File: src/hdl/pspa_pkg.sv
// package for the paged slot pool allocator
// shared types, codes and sizing constants; no dependencies
`default_nettype none

package pspa_pkg;

    localparam int PAGE_LIMIT           = 16;
    localparam int SLOTS_PER_PAGE_LIMIT = 64;
    localparam int SLOT_TOTAL           = PAGE_LIMIT * SLOTS_PER_PAGE_LIMIT;
    localparam int PAGE_W               = $clog2(PAGE_LIMIT);
    localparam int SLOT_W               = $clog2(SLOTS_PER_PAGE_LIMIT);
    localparam int ID_W                 = PAGE_W + SLOT_W;
    localparam int DEPTH_W              = ID_W + 1;
    localparam int STEP_W               = $clog2(SLOT_W);
    localparam int REUSE_W              = 16;

    typedef enum logic [1:0] {
        ST_OK           = 2'd0,
        ST_NO_PAGES     = 2'd1,
        ST_BAD_BOUNDARY = 2'd2,
        ST_MULTI_FREE   = 2'd3
    } status_code_t;

    typedef enum logic [2:0] {
        CFG_OBJECTS_PER_PAGE  = 3'd0,
        CFG_MAX_PAGES         = 3'd1,
        CFG_HEADER_MODE       = 3'd2,
        CFG_FIRST_DATA_OFFSET = 3'd3,
        CFG_BLOCK_STRIDE      = 3'd4,
        CFG_PAGE_SIZE         = 3'd5
    } cfg_index_t;

    localparam logic [1:0] HDR_BASIC    = 2'd1;
    localparam logic [1:0] HDR_EXTENDED = 2'd2;

    typedef enum logic [3:0] {
        S_IDLE,
        S_ACHK,
        S_FILL,
        S_POP,
        S_TAKE,
        S_AWR,
        S_FCHK,
        S_DIV,
        S_FREM,
        S_FWR,
        S_RESULT
    } state_t;

    typedef struct packed {
        logic         accept;
        logic         fill;
        logic         page_done;
        logic         pop;
        logic         take_id;
        logic         alloc_commit;
        logic         div_init;
        logic         div_step;
        logic         free_rd;
        logic         free_commit;
        logic         set_status;
        status_code_t status_code;
        logic         load_out;
    } cmd_t;

    typedef struct packed {
        logic op;
        logic stack_empty;
        logic page_full;
        logic fill_last;
        logic pre_bad;
        logic div_last;
        logic rem_zero;
        logic slot_used;
        logic out_free;
    } sts_t;

endpackage

`default_nettype wire

File: src/hdl/pspa_ctrl.sv
// controller state machine of the allocator
// depends on pspa_pkg for state, command and status types
`default_nettype none

module pspa_ctrl (
    input  wire logic          clk,
    input  wire logic          rst_n,
    input  wire logic          in_valid,
    output logic               in_stall,
    input  pspa_pkg::sts_t     sts,
    output pspa_pkg::cmd_t     cmd
);

    pspa_pkg::state_t state_reg;
    pspa_pkg::state_t state_next;

    always_ff @(posedge clk or negedge rst_n)
    begin
        if (!rst_n)
        begin
            state_reg <= pspa_pkg::S_IDLE;
        end
        else
        begin
            state_reg <= state_next;
        end
    end

    always_comb
    begin
        state_next      = state_reg;
        cmd             = '0;
        cmd.status_code = pspa_pkg::ST_OK;
        in_stall        = (state_reg != pspa_pkg::S_IDLE);
        case (state_reg)
            pspa_pkg::S_IDLE:
            begin
                if (in_valid)
                begin
                    cmd.accept = 1'b1;
                    state_next = sts.op ? pspa_pkg::S_FCHK : pspa_pkg::S_ACHK;
                end
            end
            pspa_pkg::S_ACHK:
            begin
                if (!sts.stack_empty)
                begin
                    state_next = pspa_pkg::S_POP;
                end
                else if (sts.page_full)
                begin
                    cmd.set_status  = 1'b1;
                    cmd.status_code = pspa_pkg::ST_NO_PAGES;
                    state_next      = pspa_pkg::S_RESULT;
                end
                else
                begin
                    state_next = pspa_pkg::S_FILL;
                end
            end
            pspa_pkg::S_FILL:
            begin
                cmd.fill = 1'b1;
                if (sts.fill_last)
                begin
                    cmd.page_done = 1'b1;
                    state_next    = pspa_pkg::S_POP;
                end
            end
            pspa_pkg::S_POP:
            begin
                cmd.pop    = 1'b1;
                state_next = pspa_pkg::S_TAKE;
            end
            pspa_pkg::S_TAKE:
            begin
                cmd.take_id = 1'b1;
                state_next  = pspa_pkg::S_AWR;
            end
            pspa_pkg::S_AWR:
            begin
                cmd.alloc_commit = 1'b1;
                state_next       = pspa_pkg::S_RESULT;
            end
            pspa_pkg::S_FCHK:
            begin
                cmd.div_init = 1'b1;
                if (sts.pre_bad)
                begin
                    cmd.set_status  = 1'b1;
                    cmd.status_code = pspa_pkg::ST_BAD_BOUNDARY;
                    state_next      = pspa_pkg::S_RESULT;
                end
                else
                begin
                    state_next = pspa_pkg::S_DIV;
                end
            end
            pspa_pkg::S_DIV:
            begin
                cmd.div_step = 1'b1;
                if (sts.div_last)
                begin
                    state_next = pspa_pkg::S_FREM;
                end
            end
            pspa_pkg::S_FREM:
            begin
                if (!sts.rem_zero)
                begin
                    cmd.set_status  = 1'b1;
                    cmd.status_code = pspa_pkg::ST_BAD_BOUNDARY;
                    state_next      = pspa_pkg::S_RESULT;
                end
                else
                begin
                    cmd.free_rd = 1'b1;
                    state_next  = pspa_pkg::S_FWR;
                end
            end
            pspa_pkg::S_FWR:
            begin
                if (sts.slot_used)
                begin
                    cmd.free_commit = 1'b1;
                end
                else
                begin
                    cmd.set_status  = 1'b1;
                    cmd.status_code = pspa_pkg::ST_MULTI_FREE;
                end
                state_next = pspa_pkg::S_RESULT;
            end
            pspa_pkg::S_RESULT:
            begin
                if (sts.out_free)
                begin
                    cmd.load_out = 1'b1;
                    state_next   = pspa_pkg::S_IDLE;
                end
            end
            default:
            begin
                state_next = pspa_pkg::S_IDLE;
            end
        endcase
    end

endmodule

`default_nettype wire

File: config.mk
export PLATFORM = sky130hd
export DESIGN_NAME = pspa_ctrl
export DESIGN_NICKNAME = d
export VERILOG_FILES = /design/src/hdl/pspa_pkg.sv /design/src/hdl/pspa_ctrl.sv
export SDC_FILE = /design/constraint.sdc
export NUM_CORES = 1
export LEC_CHECK = 0
export BUFFER_PORTS_ARGS = -buffer_cell sky130_fd_sc_hd__buf_2
export CAP_MARGIN = 10
export CORE_AREA = 5 5 42 44
export CTS_CLUSTER_DIAMETER = 120
export CTS_CLUSTER_SIZE = 30
export DETAILED_ROUTE_END_ITERATION = 7
export DIE_AREA = 0 0 47 49
export PLACE_DENSITY = 0.72
export SYNTH_ARGS = -nofsm -noshare
export SYNTH_HDL_FRONTEND = slang
export SYNTH_SLANG_ARGS = --single-unit
File: constraint.sdc
create_clock -name clk -period 2.97 [get_ports clk]
set_input_delay 0.1485 -clock clk [delete_from_list [all_inputs] [get_ports clk]]
set_output_delay 0.1485 -clock clk [all_outputs]
set_load 0.01 [all_outputs]
==> run metrics <==
die outline width=47 µm; drt initial violations=10; post-synthesis cell type count=29; Final Skew=roughly 0.011 ns; starting density of the core=0.394; residual DRC count=0; Largest register FFs=4; Design Area, Final=about 700 µm²; post-DR vias/cell=5.46; clock-pin slew on the worst setup and hold paths=0.04 ns; endpoint class of the critical path=output pin; number of antenna violations at the first check in global routing=0; reg2reg end=state_reg[1]$_DFFE_PN0P_; proportion of synthesized flip-flops having asynchronous set or reset=1.00; end point of the most critical hold path=state_reg[3]$_DFFE_PN0P_; layout cell share with drive strength beyond 1=0.368; GP Congestion=about 0.76; slew margin rel.=0.607; net count after synthesis=83; buffers inserted during post-CTS setup optimization=0; share of the yosys chip area belonging to registers=0.181; count of flip-flops with a built-in enable after synthesis=0; Cell Area, Placed=roughly 660 µm²; total CTS buffers=3; Area Overhead vs Synth=26.1%; CP most frequent cell=sky130_fd_sc_hd__nand2b_1; final max-slew violation count=0; Most used DFF post-synth=sky130_fd_sc_hd__dfrtp_1; Critical R2R Launch=state_reg[1]$_DFFE_PN0P_; maximum vdd ir drop=between 500 and 600 µV; number of cells on the worst reg-to-reg path=4; combined global-route utilization of all metal layers=0.130; detailed-route wire length per cell=about 13 µm; Final WS setup=1.01 ns; number of primary I/O pins=27; count of standard-cell rows=14; unrepaired setup endpoints after global routing=false; Port-buffer cells=26; origin of the worst min-delay path=sts[0]; TritonCTS clock tree=built; clk sink count=4; maximum number of pins on one net before global-route repair=22; required time worst endpoint=between 2 and 3 ns; crit path max-delay cell type=sky130_fd_sc_hd__dfrtp_1; core region area=between 1000 and 1500 µm²; Max stage delay on crit path=about 0.67 ns; root buffer cell=sky130_fd_sc_hd__clkbuf_4; critical path data arrival time=between 1.5 and 2 ns; vias in the first global route=roughly 520; global-route wire length before repair=2250 µm; sum of negative setup slack=0 ns; average instance area after synthesis=slightly below 8 µm²; Yosys reg bits=4; CTS max path bufs=2; min-delay worst type=in -> reg; height of the chip=between 40 and 50 µm; grt ovf=0; fraction of the cycle the final worst path needs=0.659; level count of the clock H-tree=1; Max FO, Critical Path=16; post-placement setup slack=about 1.2 ns; later-pin clock latency in the skew report=approximately 0.25 ns; number of inserted diodes=0; LEAKAGE=0.000342 µW; slew at the pin closest to its max-slew limit=between 0.5 and 0.6 ns; Netlist Area Pre-Place=between 500 and 600 µm²; number of nets still failing antenna checks after routing=0; final wirelength=roughly 1500 µm; Min-Delay Path Depth=2; Min Clock Period, post-route=1.96 ns; register-to-register setup slack=between 1 and 1.5 ns; yosys synthesis warning count=0; post-DP HPWL=between 1000 and 1500 µm; startpoint of the worst setup timing path=state_reg[3]$_DFFE_PN0P_; final hold violation count=0; max-cap viol count=0; area enclosed by the die boundary=2300 µm²; critical-path cell list=nand2b_1 > nor2_1 > a22o_1 > nand2b_1 > buf_2; crit path buf inv count=1; sort of element at the start of the critical path=register; total power per unit cell area=around 960 nW/µm²; via count=606; status=finished clean; Final Net Count=109; first drt pass iteration count=4; cell count after placement=107; cell class contributing the biggest share of worst-path delay=flip-flops; Filler Cells Inserted=~150; Max Clock Freq=between 500 and 600 MHz; endpoints failing setup=0; final standard cell count with taps included and fillers excluded=around 110; post-synthesis instance total=71; kind of critical path=reg -> out
[worst reg2reg max path, delay by kind of cell, from the launching register on]
kind            cells  cell delay (ns)
flops               1             0.58
compound gates      2             0.45
mux                 1             0.38
simple gates        1             0.26
[power by group]
group	internal (µW)	leakage [µW]	switching, µW
sequential	78.0	0.0000503	113
combinational	212	0.000278	193
clock	45.4	0.0000138	26.0
[repair_timing]
item	in CTS	in global routing
resized for setup	0	0
hold buffers	1	0
endpoints found under the hold margin	4	0
[layout by cell type (no fill, tap or decap), drive strengths merged]
cell type | synthesis | layout
a2111oi | 1 | 1
a211oi | 2 | 2
a21oi | 2 | 2
a22o | 1 | 1
a2bb2oi | 1 | 1
a31oi | 2 | 2
and3 | 3 | 3
buf | 6 | 26
clkbuf | 0 | 3
dfrtp | 4 | 4
dlygate4sd3 | 0 | 1
inv | 4 | 4
mux2 | 1 | 1
mux2i | 1 | 1
nand2 | 5 | 5
nand2b | 3 | 3
nand3 | 1 | 1
nand3b | 1 | 1
nand4 | 1 | 1
nor2 | 8 | 8
nor2b | 5 | 5
nor3 | 6 | 6
o21a | 2 | 2
o21ai | 1 | 1
o22a | 2 | 2
o22ai | 1 | 1
o32ai | 5 | 5
or2b | 2 | 2
[cell type report]
type	instances	area, µm²	area share
multi-input combinational	57	398	0.572
timing repair buffer	27	140	0.201
sequential	4	100	0.144
clock buffer	3	22.5	0.0324
tap	16	20.0	0.0288
inverter	4	15.0	0.0216
[cell usage after synthesis (3+ instances only)]
library cell,number,area share
sky130_fd_sc_hd__nor2b_1,5,0.057
sky130_fd_sc_hd__nor3_1,6,0.054
sky130_fd_sc_hd__and3_1,3,0.034
sky130_fd_sc_hd__dfrtp_1,4,0.18
sky130_fd_sc_hd__o32ai_1,3,0.048
sky130_fd_sc_hd__buf_2,4,0.036
sky130_fd_sc_hd__nand2b_1,3,0.034
sky130_fd_sc_hd__inv_1,4,0.027
sky130_fd_sc_hd__nor2_1,8,0.054
sky130_fd_sc_hd__nand2_1,5,0.034
[per-stage QoR]
step           power [µW]  hold WS [ns]  utilization
4_1_cts               668         0.106        0.496
3_3_place_gp          585       -0.0441        0.473
3_5_place_dp          595       -0.0389        0.473
5_1_grt               723         0.131        0.496
2_1_floorplan         519        -0.147            -
6_report              667         0.106        0.496
[cell families after synthesis]
logic type	count (synthesis)	synth area share
simple gates	35	0.329
flops	4	0.181
mux	2	0.0385
compound gates	20	0.354
buf+inv	10	0.0975
[metal layers]
layer	part of all wire	up-vias	GRT usage	routed length, µm
li1	-	316	-	-
met1	0.44	276	0.167	641
met2	0.49	14	0.204	722
met3	0.065	0	0.0258	95
met4	0	0	0.0553	0
met5	0	-	0	0
[worst max path at each step]
stage	endpoint	slack [ns]	cells past startpoint
2_1_floorplan	cmd[3]	1.49	5
3_3_place_gp	state_reg[1]$_DFFE_PN0P_	1.24	4
3_5_place_dp	state_reg[1]$_DFFE_PN0P_	1.20	4
4_1_cts	cmd[3]	1.03	5
5_1_grt	cmd[3]	0.94	5
6_report	cmd[3]	1.01	5
No activity file was read; power rests on OpenSTA's default activity.
